`src/rtl/core/etrm_pkg.sv`:
```
`timescale 1ns / 1ps
`default_nettype none

package etrm_pkg;

  localparam int SineTableBitsDef = 12;
  localparam int AngleW = 16;
  localparam int TransW = 32;
  localparam int QFrac = 14;
  localparam logic [63:0] HalfPiQ63 = 64'hC90FDAA22168C234;

  typedef logic signed [15:0] q_t;
  typedef logic signed [TransW-1:0] tr_t;

  typedef struct packed {
    tr_t x;
    tr_t y;
    tr_t z;
  } trans_t;

  typedef struct packed {
    q_t sy;
    q_t cy;
    q_t sp;
    q_t cp;
    q_t sr;
    q_t cr;
  } trig_t;

  // first product rank
  typedef struct packed {
    q_t cycr;
    q_t sysp;
    q_t crsy;
    q_t srcy;
    q_t sysr;
    q_t sp;
    q_t sr;
    q_t m2;
    q_t m3;
    q_t m4;
    q_t m5;
    q_t m8;
  } prod1_t;

  // second product rank
  typedef struct packed {
    q_t cycr;
    q_t crsy;
    q_t srcy;
    q_t sysr;
    q_t q0;
    q_t q1;
    q_t q6;
    q_t q7;
    q_t m2;
    q_t m3;
    q_t m4;
    q_t m5;
    q_t m8;
  } prod2_t;

  typedef struct packed {
    q_t r0c0;
    q_t r1c0;
    q_t r2c0;
    q_t r0c1;
    q_t r1c1;
    q_t r2c1;
    q_t r0c2;
    q_t r1c2;
    q_t r2c2;
  } mat_t;

  function automatic logic [63:0] mul_shift(input logic [63:0] a, input logic [63:0] b,
                                            input int s);
    logic [127:0] p;
    p = {64'd0, a} * {64'd0, b};
    p = p >> s;
    return p[63:0];
  endfunction

  function automatic logic [63:0] div_u64(input logic [63:0] num, input logic [63:0] den);
    logic [64:0] rem;
    logic [63:0] quo;
    rem = '0;
    quo = '0;
    for (int b = 63; b >= 0; b--) begin
      rem = {rem[63:0], num[b]};
      if (rem >= {1'b0, den}) begin
        rem = rem - {1'b0, den};
        quo[b] = 1'b1;
      end
    end
    return quo;
  endfunction

  // round(16384*sin(pi/2*k/2^(bits-2))) from a Taylor series in Q62
  function automatic q_t sine_entry(input int k, input int bits);
    logic [63:0] x;
    logic [63:0] x2;
    logic [63:0] term;
    logic [63:0] sum;
    logic [63:0] den;
    logic [63:0] rnd;
    x = mul_shift(HalfPiQ63, 64'(k), bits - 1);
    x2 = mul_shift(x, x, 62);
    term = x;
    sum = x;
    for (int n = 1; n < 40; n++) begin
      if (term != 64'd0) begin
        den = 64'((2 * n) * (2 * n + 1));
        term = div_u64(mul_shift(term, x2, 62), den);
        if ((n & 1) == 1) sum = sum - term;
        else sum = sum + term;
      end
    end
    rnd = (sum + (64'd1 << 47)) >> 48;
    return q_t'(rnd[15:0]);
  endfunction

  function automatic q_t qmul(input q_t a, input q_t b);
    logic signed [31:0] p;
    p = 32'(a) * 32'(b) + 32'sd8192;
    p = p >>> QFrac;
    return q_t'(p[15:0]);
  endfunction

  function automatic q_t sat(input logic signed [16:0] v);
    if (v > 17'sd16384) return 16'sd16384;
    if (v < -17'sd16384) return -16'sd16384;
    return q_t'(v[15:0]);
  endfunction

endpackage

`default_nettype wire

```
`src/rtl/core/etrm_prod2.sv`:
```
`timescale 1ns / 1ps
`default_nettype none

module etrm_prod2 (
  input  wire               clk,
  input  wire               rst_n,
  input  wire               valid_i,
  output logic              ready_o,
  input  etrm_pkg::prod1_t  prod_i,
  input  etrm_pkg::trans_t  trans_i,
  output logic              valid_o,
  input  wire               ready_i,
  output etrm_pkg::prod2_t  prod_o,
  output etrm_pkg::trans_t  trans_o
);
  import etrm_pkg::*;

  logic valid_r;
  prod2_t prod_r, prod_nxt;
  trans_t trans_r;

  always_comb begin
    prod_nxt.cycr = prod_i.cycr;
    prod_nxt.crsy = prod_i.crsy;
    prod_nxt.srcy = prod_i.srcy;
    prod_nxt.sysr = prod_i.sysr;
    prod_nxt.q0 = qmul(prod_i.sysp, prod_i.sr);
    prod_nxt.q1 = qmul(prod_i.crsy, prod_i.sp);
    prod_nxt.q6 = qmul(prod_i.srcy, prod_i.sp);
    prod_nxt.q7 = qmul(prod_i.cycr, prod_i.sp);
    prod_nxt.m2 = prod_i.m2;
    prod_nxt.m3 = prod_i.m3;
    prod_nxt.m4 = prod_i.m4;
    prod_nxt.m5 = prod_i.m5;
    prod_nxt.m8 = prod_i.m8;
  end

  assign ready_o = !valid_r || ready_i;

  always_ff @(posedge clk) begin
    if (!rst_n) begin
      valid_r <= 1'b0;
    end else if (ready_o) begin
      valid_r <= valid_i;
    end
  end

  always_ff @(posedge clk) begin
    if (ready_o && valid_i) begin
      prod_r <= prod_nxt;
      trans_r <= trans_i;
    end
  end

  assign valid_o = valid_r;
  assign prod_o = prod_r;
  assign trans_o = trans_r;

endmodule

`default_nettype wire

```
`config.mk`:
```
export PLATFORM = sky130hd
export DESIGN_NAME = etrm_prod2
export DESIGN_NICKNAME = d
export VERILOG_FILES = /design/src/rtl/core/etrm_pkg.sv /design/src/rtl/core/etrm_prod2.sv
export SDC_FILE = /design/constraint.sdc
export NUM_CORES = 2
export LEC_CHECK = 0
export ABC_AREA = 1
export BUFFER_PORTS_ARGS = -buffer_cell sky130_fd_sc_hd__buf_4
export CAP_MARGIN = 20
export CELL_PAD_IN_SITES_DETAIL_PLACEMENT = 0
export CELL_PAD_IN_SITES_GLOBAL_PLACEMENT = 2
export CORE_UTILIZATION = 41
export CTS_BUF_LIST = sky130_fd_sc_hd__clkbuf_8
export DETAILED_ROUTE_END_ITERATION = 8
export GPL_TIMING_DRIVEN = 0
export PLACE_DENSITY = 0.95
export SYNTH_ARGS = -nofsm -noshare
export SYNTH_HDL_FRONTEND = slang
export SYNTH_SLANG_ARGS = --single-unit
```
`constraint.sdc`:
```
create_clock -name clk -period 55.4 [get_ports clk]
set_input_delay 5.54 -clock clk [delete_from_list [all_inputs] [get_ports clk]]
set_output_delay 5.54 -clock clk [all_outputs]
set_load 0.1 [all_outputs]
```
# After elaboration in Yosys (flattened, before gate mapping)
# Index checks and enable logic that the tools add are counted.
totals:
  reg_bits: 305
  wordCells: 28
  out_inout_bits: 306
  in_bits: 292
op_classes:
  add_sub_neg: 4
  n_reduce_logical: 3
  mul: 4
ops:
  columns: ["op", "count"]
  rows:
  - ["adder 30 x 15 -> 30 bit, second input constant", 4]
  - ["multiplier 16 x 16 -> 30 bit", 4]
  - ["logical AND 1 bit", 1]
  - ["zero test 1 bit", 1]
  - ["logical OR 1 bit", 1]

# Logic depth before layout (Yosys ltp)
depth:
  depth_word: 3
  mapped_depth: 27
  mapped_depth_nobuf: 25

# Worst setup path after synthesis
# OpenSTA, ideal clock, no wires.
synth_path:
  path_kind: "in2reg"
  start: "in valid_i"
  end: "reg prod_r, in the netlist prod_o[0] (enable)"
  t_required_ps: 54333
  cell_stages: 2
  arrival_ps: 20144
  setup_ps: 1067
  setup_slack_ps: 34189
  path_buffers: 0
  cell_sequence: "inv_1 a21oi_1"
synth_via:
  elab_chain_cells: 1
synth_rtl:
  columns: ["item", "line_no", "text"]
  rows:
  - ["start: declaration", "etrm_prod2.sv:7", "input wire valid_i,"]
  - ["logical AND 1 bit", "etrm_prod2.sv:49", "if (ready_o && valid_i) begin"]
  - ["end signal: assignment", "etrm_prod2.sv:50", "prod_r <= prod_nxt;"]
  - ["end: declaration", "etrm_prod2.sv:19", "prod2_t prod_r, prod_nxt;"]
# Every way passes these cells.
# A chain may end at the register's enable or synchronous reset.

==> impl_metrics.py <==
metrics = {
    "outcome": {
        "status": "completed",
    },
    "clock_tree": {
        "cts-resized-gates": 0,
        "clk_pin_slew_ns": 0.05,
        "cts_root_buf": "clkbuf_8",
        "clock_latency_ns": 0.78,
        "cts_hold_buf": 0,
        "cts_made_buffers": 58,
        "clk_path_buf_depth": 3,
        "clock_sinks": 305,
        "post-cts-setup-buffer-count": 0,
        "htree_levels": 2,
        "cts_tree": "done",
    },
    "timing": {
        "rsz0062_at_grt": "no",
        "period_share_pct": 21.74,
        "slew_headroom_pct": 18.92,
        "tns_ns": 0,
        "drv_slew": 0,
        "finalHoldViolCount": 0,
        "setup_viol_count_final": 0,
        "timing.fmax_ghz": 0.08302,
        "skew_ns": 0.09033,
        "tightest_slew_ns": 1.216,
        "finalCriticalPeriod_ns": 12.05,
    },
    "die": {
        "initial_core_util_pct": 41.48,
        "dieArea_sq_um": 121300,
        "fp.coreArea_sq_um": 118600,
        "dieHeight_um": 348.3,
        "pin_count": 598,
        "rows": 126,
        "die_w_um": 348.3,
    },
    "synthesis": {
        "ys_seq_elements": 305,
        "ys_types": 42,
        "synthCells": 5671,
        "syn_area_sq_um": 49170,
        "ys_warn_count": 0,
        "syn_nets": 7251,
        "seq_area_frac_synth_pct": 18.61,
        "avgSynthCellArea_sq_um": 8.671,
    },
    "routing": {
        "drtAntennaViolNets": 0,
        "first_iter_violations": 2696,
        "route.vias.total": 38238,
        "wire_per_inst_um": 19.62,
        "viasPerCell": 4.804,
        "first_pass_iters": 6,
        "finalWirelength_um": 156100,
        "drc": 0,
    },
    "cells_and_area": {
        "mostFrequentLayoutCells": "inv_1 (1,762), nand2_1 (1,422), fa_1 (992), buf_4 (564), edfxtp_1 (304)",
        "drive_above_1_share_pct": 11.23,
        "mostFrequentLayoutCell": "inv_1",
        "area_growth_pct": 15.83,
        "fin_nets": 7895,
        "finalInstanceArea_sq_um": 56960,
        "multi_input_area_sq_um": 32650,
        "num-fill-cells": 11554,
        "regArea_sq_um": 9149,
    },
    "placement": {
        "dp.final_hpwl_um": 131400,
        "io_buffer_count": 561,
        "gp_congestion": 0.9328,
        "placed_cell_area_sq_um": 55790,
    },
    "critical_path": {
        "critPathKind": "in2reg",
        "cp-start-kind": "input pin",
        "crit_fanout": 10,
        "required_ns": 55.90,
        "critPathArrivalTime_ns": 12.54,
        "endpoint_kind": "flip-flop",
    },
    "worst_hold_path": {
        "min_path_type": "reg2reg",
    },
    "global_route": {
        "grt_max_degree": 32,
        "grt_use_total_pct": 26.40,
        "antenna_found_initial": 4,
        "grt_pass1_wl_um": 240000,
        "grt_pass1_vias": 40084,
        "globalRouteOverflowTotal": 0,
    },
    "run": {
        "drv_cap": 0,
    },
}
per-stage QoR:
stage               std cells  hold WS [ns]  util, %  setup WS (ns)
finish                   7959        0.5776    48.04          43.35
global route             7958        0.6175    48.04          43.05
CTS                      7954        0.5871    48.01          43.57
detailed placement       7853        0.5792    47.06          42.75
global placement         7832        0.5113    46.72          27.58
floorplan                5671         1.704        -          34.19
cells by family (layout without fill, tap and decap cells):
| kind of cell | count (synthesis) | in the layout | share of synthesized area, % |
|---|---|---|---|
| XOR/XNOR | 66 | 66 | 1.176 |
| buffers and inverters | 1963 | 2648 | 15.02 |
| AND/OR/NAND/NOR | 1823 | 1823 | 14.70 |
| other | 0 | 3 | 0 |
| AO/OA/AOI/OAI | 226 | 226 | 2.580 |
| adder cells (fa/ha/maj) | 1288 | 1288 | 47.92 |
| flip-flops | 305 | 305 | 18.61 |
cells in the mapped netlist:
cell,count,area [sq um]
inv_2,1,3.750
o21bai_1,16,120.1
nand2b_2,1,8.760
nand4_1,17,106.4
clkbuf_2,3,15.01
xor2_1,40,350.3
nand3_2,5,50.05
o21a_1,6,45.04
dfxtp_1,1,20.02
inv_1,1748,6561
nor2b_1,1,6.260
nor2_1,204,765.7
and2_1,1,6.260
nand2b_1,1,6.260
o21ai_0,57,285.3
nand2_2,8,50.05
o21ai_1,2,10.01
a21boi_0,7,52.55
o211ai_1,3,22.52
nor3_2,1,10.01
xnor2_1,26,227.7
nor2b_4,1,13.76
nand3b_1,8,60.06
buf_4,3,22.52
buf_2,3,15.01
fa_1,992,19860
nor2_2,2,12.51
or2_2,21,131.4
a31oi_1,4,25.02
ha_1,296,3704
o21ai_2,4,35.03
a21oi_1,112,560.5
nand2_1,1422,5338
buf_1,14,52.55
edfxtp_1,304,9129
nor4_1,3,18.77
nand3_1,101,505.5
clkinv_1,1,3.750
a21o_1,15,112.6
nor3_1,25,125.1
nor2_4,1,11.26
clkbuf_1,190,713.2
sequential cells by signal (all words and copies together), names as in the netlist:
register  count
prod_o      208
valid_o       1
trans_o      96
critical path: stages:
cell	delay, ns
buf_4	0.33
clkbuf_1	0.92
nand2_1	0.24
inv_1	0.22
fa_1	0.50
fa_1	0.77
inv_1	0.16
fa_1	0.50
inv_1	0.05
fa_1	0.55
fa_1	0.43
fa_1	0.44
ha_1	0.38
a21oi_1	0.32
o21ai_0	0.22
a21oi_1	0.18
nand2_1	0.06
a21oi_1	0.47
inv_1	0.08
nand2_1	0.08
nand2_1	0.07
per-layer routing:
layer	GRT usage [%]	share of wire, %	up-vias
li1	-	-	17470
met1	35.39	41	19061
met2	42.29	46	1467
met3	5.814	9.0	236
met4	8.900	3.7	4
met5	0	0.022	-
cell type report:
type | count | area share, %
timing repair buffer | 584 | 8.146
inverter | 1750 | 11.53
multi-input combinational | 3403 | 57.32
clock buffer | 58 | 1.402
antenna | 3 | 0.01318
clock inverter | 43 | 0.5712
buffer | 213 | 1.439
tap | 1600 | 3.515
sequential | 305 | 16.06
final timing paths:
| check | from | end | slack, ns | cells after the start |
|---|---|---|---|---|
| worst max-delay path | prod_i[97] | prod_o[95] | 43.35 | 21 |
| worst min-delay path | valid_o | valid_o | 0.58 | 2 |
| worst max register to register | valid_o | trans_o[10] | 52.82 | 7 |
| worst min register to register | valid_o | valid_o | 0.58 | 2 |
Power is not shown: default switching activity piles up to over one toggle a cycle in this logic, so the estimate is an artifact.
