==> config.mk <==
export PLATFORM = sky130hd
export DESIGN_NAME = etrm_sum
export DESIGN_NICKNAME = d
export VERILOG_FILES = /design/src/rtl/core/etrm_pkg.sv /design/src/rtl/core/etrm_sum.sv
export SDC_FILE = /design/constraint.sdc
export NUM_CORES = 1
export LEC_CHECK = 0
export BUFFER_PORTS_ARGS = -buffer_cell sky130_fd_sc_hd__buf_2
export CORE_AREA = 2 2 211 213
export CTS_BUF_LIST = sky130_fd_sc_hd__clkbuf_16
export DETAILED_ROUTE_END_ITERATION = 7
export DIE_AREA = 0 0 213 215
export GPL_TIMING_DRIVEN = 0
export PLACE_DENSITY = 0.64
export SETUP_SLACK_MARGIN = 0.5
export SLEW_MARGIN = 40
export SYNTH_ARGS = -nofsm -noshare
export SYNTH_HDL_FRONTEND = slang
export SYNTH_SLANG_ARGS = --single-unit
==> constraint.sdc <==
create_clock -name clk -period 7.3 [get_ports clk]
set_clock_uncertainty 0.2 [all_clocks]
set_input_delay 0.73 -clock clk [delete_from_list [all_inputs] [get_ports clk]]
set_output_delay 0.73 -clock clk [all_outputs]
set_load 0.1 [all_outputs]
==> src/rtl/core/etrm_pkg.sv <==
`timescale 1ns / 1ps
`default_nettype none

package etrm_pkg;

  localparam int SineTableBitsDef = 12;
  localparam int AngleW = 16;
  localparam int TransW = 32;
  localparam int QFrac = 14;
  localparam logic [63:0] HalfPiQ63 = 64'hC90FDAA22168C234;

  typedef logic signed [15:0] q_t;
  typedef logic signed [TransW-1:0] tr_t;

  typedef struct packed {
    tr_t x;
    tr_t y;
    tr_t z;
  } trans_t;

  typedef struct packed {
    q_t sy;
    q_t cy;
    q_t sp;
    q_t cp;
    q_t sr;
    q_t cr;
  } trig_t;

  // first product rank
  typedef struct packed {
    q_t cycr;
    q_t sysp;
    q_t crsy;
    q_t srcy;
    q_t sysr;
    q_t sp;
    q_t sr;
    q_t m2;
    q_t m3;
    q_t m4;
    q_t m5;
    q_t m8;
  } prod1_t;

  // second product rank
  typedef struct packed {
    q_t cycr;
    q_t crsy;
    q_t srcy;
    q_t sysr;
    q_t q0;
    q_t q1;
    q_t q6;
    q_t q7;
    q_t m2;
    q_t m3;
    q_t m4;
    q_t m5;
    q_t m8;
  } prod2_t;

  typedef struct packed {
    q_t r0c0;
    q_t r1c0;
    q_t r2c0;
    q_t r0c1;
    q_t r1c1;
    q_t r2c1;
    q_t r0c2;
    q_t r1c2;
    q_t r2c2;
  } mat_t;

  function automatic logic [63:0] mul_shift(input logic [63:0] a, input logic [63:0] b,
                                            input int s);
    logic [127:0] p;
    p = {64'd0, a} * {64'd0, b};
    p = p >> s;
    return p[63:0];
  endfunction

  function automatic logic [63:0] div_u64(input logic [63:0] num, input logic [63:0] den);
    logic [64:0] rem;
    logic [63:0] quo;
    rem = '0;
    quo = '0;
    for (int b = 63; b >= 0; b--) begin
      rem = {rem[63:0], num[b]};
      if (rem >= {1'b0, den}) begin
        rem = rem - {1'b0, den};
        quo[b] = 1'b1;
      end
    end
    return quo;
  endfunction

  // round(16384*sin(pi/2*k/2^(bits-2))) from a Taylor series in Q62
  function automatic q_t sine_entry(input int k, input int bits);
    logic [63:0] x;
    logic [63:0] x2;
    logic [63:0] term;
    logic [63:0] sum;
    logic [63:0] den;
    logic [63:0] rnd;
    x = mul_shift(HalfPiQ63, 64'(k), bits - 1);
    x2 = mul_shift(x, x, 62);
    term = x;
    sum = x;
    for (int n = 1; n < 40; n++) begin
      if (term != 64'd0) begin
        den = 64'((2 * n) * (2 * n + 1));
        term = div_u64(mul_shift(term, x2, 62), den);
        if ((n & 1) == 1) sum = sum - term;
        else sum = sum + term;
      end
    end
    rnd = (sum + (64'd1 << 47)) >> 48;
    return q_t'(rnd[15:0]);
  endfunction

  function automatic q_t qmul(input q_t a, input q_t b);
    logic signed [31:0] p;
    p = 32'(a) * 32'(b) + 32'sd8192;
    p = p >>> QFrac;
    return q_t'(p[15:0]);
  endfunction

  function automatic q_t sat(input logic signed [16:0] v);
    if (v > 17'sd16384) return 16'sd16384;
    if (v < -17'sd16384) return -16'sd16384;
    return q_t'(v[15:0]);
  endfunction

endpackage

`default_nettype wire

==> src/rtl/core/etrm_sum.sv <==
`timescale 1ns / 1ps
`default_nettype none

module etrm_sum (
  input  wire               clk,
  input  wire               rst_n,
  input  wire               valid_i,
  output logic              ready_o,
  input  etrm_pkg::prod2_t  prod_i,
  input  etrm_pkg::trans_t  trans_i,
  output logic              valid_o,
  input  wire               ready_i,
  output etrm_pkg::mat_t    mat_o,
  output etrm_pkg::trans_t  trans_o
);
  import etrm_pkg::*;

  logic valid_r;
  mat_t mat_r, mat_nxt;
  trans_t trans_r;

  always_comb begin
    mat_nxt.r0c0 = sat(17'(prod_i.cycr) + 17'(prod_i.q0));
    mat_nxt.r1c0 = sat(17'(prod_i.q1) - 17'(prod_i.srcy));
    mat_nxt.r2c0 = prod_i.m2;
    mat_nxt.r0c1 = prod_i.m3;
    mat_nxt.r1c1 = prod_i.m4;
    mat_nxt.r2c1 = prod_i.m5;
    mat_nxt.r0c2 = sat(17'(prod_i.q6) - 17'(prod_i.crsy));
    mat_nxt.r1c2 = sat(17'(prod_i.sysr) + 17'(prod_i.q7));
    mat_nxt.r2c2 = prod_i.m8;
  end

  assign ready_o = !valid_r || ready_i;

  always_ff @(posedge clk) begin
    if (!rst_n) begin
      valid_r <= 1'b0;
    end else if (ready_o) begin
      valid_r <= valid_i;
    end
  end

  always_ff @(posedge clk) begin
    if (ready_o && valid_i) begin
      mat_r <= mat_nxt;
      trans_r <= trans_i;
    end
  end

  assign valid_o = valid_r;
  assign mat_o = mat_r;
  assign trans_o = trans_r;

endmodule

`default_nettype wire
# Word level (Yosys, flattened, before mapping)
# Cells that the tools add are included.
totals:
  register_bits: 241
  inputBits: 308
  output_inout_bits: 242
  word_cells: 56
op_classes:
  add_sub_neg: 4
  n_lt_le_gt_ge: 8
  muxes: 28
  reduce_logical: 3
ops:
  columns: ["cell", "count"]
  rows:
  - ["16-bit two-way mux", 16]
  - ["17-bit by 16-bit > comparator with 1-bit output (second input constant)", 4]
  - ["17-bit by 15-bit < comparator with 1-bit output (second input constant)", 4]
  - ["16-bit by 16-bit adder with 17-bit output", 2]
  - ["16-bit by 16-bit subtractor with 17-bit output", 2]
  - ["1-bit two-way mux", 12]
  - ["1-bit logical AND", 1]
  - ["1-bit logical NOT", 1]
  - ["1-bit logical OR", 1]

# Longest topological paths before layout
logic_depth:
  word_depth: 6
  mapped_depth: 13
  ltp_nobuf: 12

# Least setup slack after synthesis
# OpenSTA, ideal clock, no wires.
synth_timing:
  path_kind: "register -> register"
  startpoint: "reg valid_r (netlist: valid_o)"
  endpoint: "reg mat_r (netlist bit mat_o[0]), enable pin"
  setup_ps: 629
  t_arrival_ps: 7109
  required_time_ps: 6471
  path_slack_ps: -637
  stages_incl_launch_ff: 3
  n_path_buf: 0
  synth_period_minus_slack_ps: 7937
  path_cell_list: "dfxtp_1 -> nand2b_1 -> and2_1"
synth_via:
  elab_chain_len: 3
synth_lines:
  columns: ["element", "line", "text"]
  rows:
  - ["from (decl)", "etrm_sum.sv:18", "logic valid_r;"]
  - ["from (signal assigned)", "etrm_sum.sv:40", "valid_r <= valid_i;"]
  - ["1-bit logical NOT", "etrm_sum.sv:34", "assign ready_o = !valid_r || ready_i;"]
  - ["1-bit logical OR", "etrm_sum.sv:34", null]
  - ["named net ready_o", "etrm_sum.sv:8", "output logic ready_o,"]
  - ["1-bit logical AND", "etrm_sum.sv:45", "if (ready_o && valid_i) begin"]
  - ["to (signal assigned)", "etrm_sum.sv:46", "mat_r <= mat_nxt;"]
  - ["to (decl)", "etrm_sum.sv:19", "mat_t mat_r, mat_nxt;"]
# The timed path passes the listed nets, and every way through them passes these cells.
# A chain may end at the register's enable or synchronous reset.

# Worst setup path after layout
layout_timing:
  startpoint: "in prod_i[112] (netlist name)"
  endpoint: "reg mat_r (netlist bit mat_o[120]) (data pin)"
layout_via:
  elab_chain_len: 6
  elab_cells_between_ends: 9
  cone_classes: "add/sub (1); order compare (2); mux (6)"
layout_lines:
  columns: ["element", "line", "text"]
  rows:
  - ["from (decl)", "etrm_sum.sv:9", "input etrm_pkg::prod2_t prod_i,"]
  - ["16-bit by 16-bit subtractor with 17-bit output (*)", "etrm_sum.sv:24", "mat_nxt.r1c0 = sat(17'(prod_i.q1) - 17'(prod_i.srcy));"]
  - ["17-bit by 15-bit < comparator with 1-bit output", "etrm_pkg.sv:131", "if (v < -17'sd16384) return -16'sd16384;"]
  - ["1-bit two-way mux (2 in series)", "etrm_pkg.sv:131", null]
  - ["16-bit two-way mux", "etrm_pkg.sv:132", "return q_t'(v[15:0]);"]
  - ["16-bit two-way mux (*)", "etrm_pkg.sv:131", null]
# Every way passes the cells marked *; elsewhere a longest branch is shown, timed or not. The select of a mux whose other input is x is not followed.

==> metrics.txt <==
outcome completed; Hold Startpoint prod_i[58]; post_cts resized 0; global-route wire length before repair 50.38 mm; setup TNS 0 ps; GP Congestion 0.8538; Root Driver clkbuf_16; most frequent cells in the layout 552 x buf_2, 240 x edfxtp_1, 64 x ha_1; synth top area cells edfxtp_1 64%, ha_1 7.2%, a21oi_1 2.4%; setup ws final 3650 ps; Syn Nets between 1000 and 1500; number of global-route vias before repair 8999; CP max-delay cell a21boi_1; DRC 0; total global routing overflow 0; RSZ-0062 raised after global routing false; maxcap violations 0; DP Worst Slack 3164 ps; library cells used by synthesis 73; commonest non-fill, non-tap cell in the layout buf_2; Crit Reg-Reg Startpoint valid_o; Non-Filler Instances 2024; final setup violating endpoints 0; CTS Hold Buffers Added 0; synthesized instance count 825; post-route ant nets 0; relative slew slack 63.02%; I/O Buffers 549; Reg2Reg Capture Point trans_o[39]; Post-CTS Repair Setup Buffers 0; Post-synth EDFFs 240; row cnt 77; fin. max-slew vios 0; via-per-instance ratio 4.433; Top delay family on crit path compound AO/OA/AOI/OAI gates; Synth-to-Final Area Change 40.41%; vias approximately 9000; dpl cells between 1500 and 2000; CP peak stage delay between 400 and 500 ps; worst-path cell chain buf_2 -> inv_1 -> ha_1 -> fa_1 -> nand2b_1 -> a21oi_1 -> o21ai_1 -> o211a_1 -> o21a_1 -> o21ai_0 -> a221o_1 -> a21boi_1 -> nor2_1; # H-tree levels 1; register area share after synthesis around 65%; first drt pass iteration count 5; mapped cell area 11200 um2; die width 213 um; share of layout cells above drive strength 1 between 40% and 50%; cell taking the most area after synthesis edfxtp_1; period utilization 50.00%; Worst Tran Pin Value 539.3 ps; fmax 0.2740 GHz; Yosys top cell area share 64.35%; Wirelength per Cell 16.83 um; P_leak about 6.9 nW; Longest Clk Path Bufs 3; Synth Area in XOR/XNOR 3.128%; CTS tree yes; final worst path period need 3650 ps; Primary FF master, synth edfxtp_1; Worst Hold End mat_o[90]; largest net degree at the start of global routing 47; clock sinks around 240; CTS Buf Count 28; Starting Density 25.66%; hold crit path type input port to flip-flop; Synth Register Bits about 240; Chip Height 215 um; Reg2Reg Setup Slack 5250 ps; post-synthesis mux area share less than 1%; Final Hold Fails 0; Syn. warnings 0; drt total wl 34.06 mm; worst vdd ir 0.0001885 V; Worst setup SP type input port; hold path cells 1; core area roughly 44000 um2; Buf+Inv Stages, Crit Path 2; Worst Path Max Fanout 9; CP Capture Type flip-flop; worst reg2reg path depth 5; IO Pins 550; Post-Synth Simple-Gate Area 9.653%; CP arrival 3720 ps; Initial DRC Count 451; Synth Area in Compound Gates 11.91%; die area 45800 um2; clk_lat worst skew 540 ps; fin nets approximately 1800; Detailed Place HPWL 27.34 mm; adder-cell share of the synthesized area 7.865%; required time of the critical path 7370 ps; kind of critical path input port to flip-flop; PwrDens 284.6 nW/um2; overall power approximately 0.0045 W; Total GRT Usage 14.18%; Synth async-reset ratio 0%; Syn Area/Cell 13.58 um2; largest family of logic cells by synthesized area compound AO/OA/AOI/OAI gates; Clock transition at path regs 60 ps; initial antenna violation count 3
-- stage by stage --
stage          cell area, um2  util, %  hold slack (ps)
6_report                15730    36.03            145.3
3_3_place_gp            14690    33.66            320.8
3_5_place_dp            14810    33.94            337.4
2_1_floorplan           11200        -            628.9
5_1_grt                 15730    36.03            104.5
4_1_cts                 15720    36.03            93.17
-- power by group --
group	internal, W	switching, W
combinational	0.000301	0.00109
sequential	0.00166	0.0000291
clock	0.000823	0.000578
-- state kept, by name, indices dropped and copies added, names as in the netlist --
register / cells
valid_o: 1
mat_o: 144
trans_o: 96
-- synthesized netlist by cell type (15+ instances only) --
cell and number:
edfxtp_1 240, nand2_1 28, o21ai_0 29, nor2b_1 17
ha_1 64, inv_1 63, a21oi_1 53, o21a_1 15
nand3_1 20, xor2_1 21, nor2_1 58, xnor2_1 19
-- metal layers --
layer,GRT usage (%),vias up,wire (um)
met3,2.864,45,2267
met2,24.03,307,16640
met1,18.20,4290,14430
li1,-,4326,-
met5,0,-,27
met4,4.103,4,686
-- cell type report --
| class | instances | area (um2) |
|---|---|---|
| fill | 4358 | 27920 |
| clock inverter | 22 | 186.4 |
| tap | 592 | 740.7 |
| clock buffer | 29 | 725.7 |
| multi-input combinational | 514 | 3701 |
| antenna | 1 | 2.502 |
| timing repair buffer | 555 | 2868 |
| buffer | 7 | 37.54 |
| sequential | 241 | 7227 |
| inverter | 63 | 236.5 |
-- cells by family (layout without fill, tap and decap cells) --
| family | Yosys count | in the layout |
|---|---|---|
| other | 0 | 1 |
| multiplexers | 5 | 5 |
| buffers and inverters | 70 | 676 |
| flip-flops | 241 | 241 |
| AND/OR/NAND/NOR | 207 | 207 |
| adder cells (fa/ha/maj) | 68 | 68 |
| AO/OA/AOI/OAI | 194 | 194 |
| XOR/XNOR | 40 | 40 |
-- worst register-to-register path: stages, from the launching register on --
cell and delay (ps):
dfxtp_1 310, nand2b_1 110, and2_4 290, buf_12 250, buf_12 280, buf_12 280
-- how the worst max path moves through the flow --
stage                      from         end  slack, ps  cells after the start
CTS                 prod_i[112]  mat_o[120]       3760                     13
global placement        ready_i   mat_o[20]       1470                      3
finish              prod_i[112]  mat_o[120]       3650                     13
floorplan               valid_o    mat_o[0]       1990                      2
global route         prod_i[80]   mat_o[17]       3520                     12
detailed placement  prod_i[112]  mat_o[120]       3160                     13
Note: power is estimated with default switching activity, not from simulation.
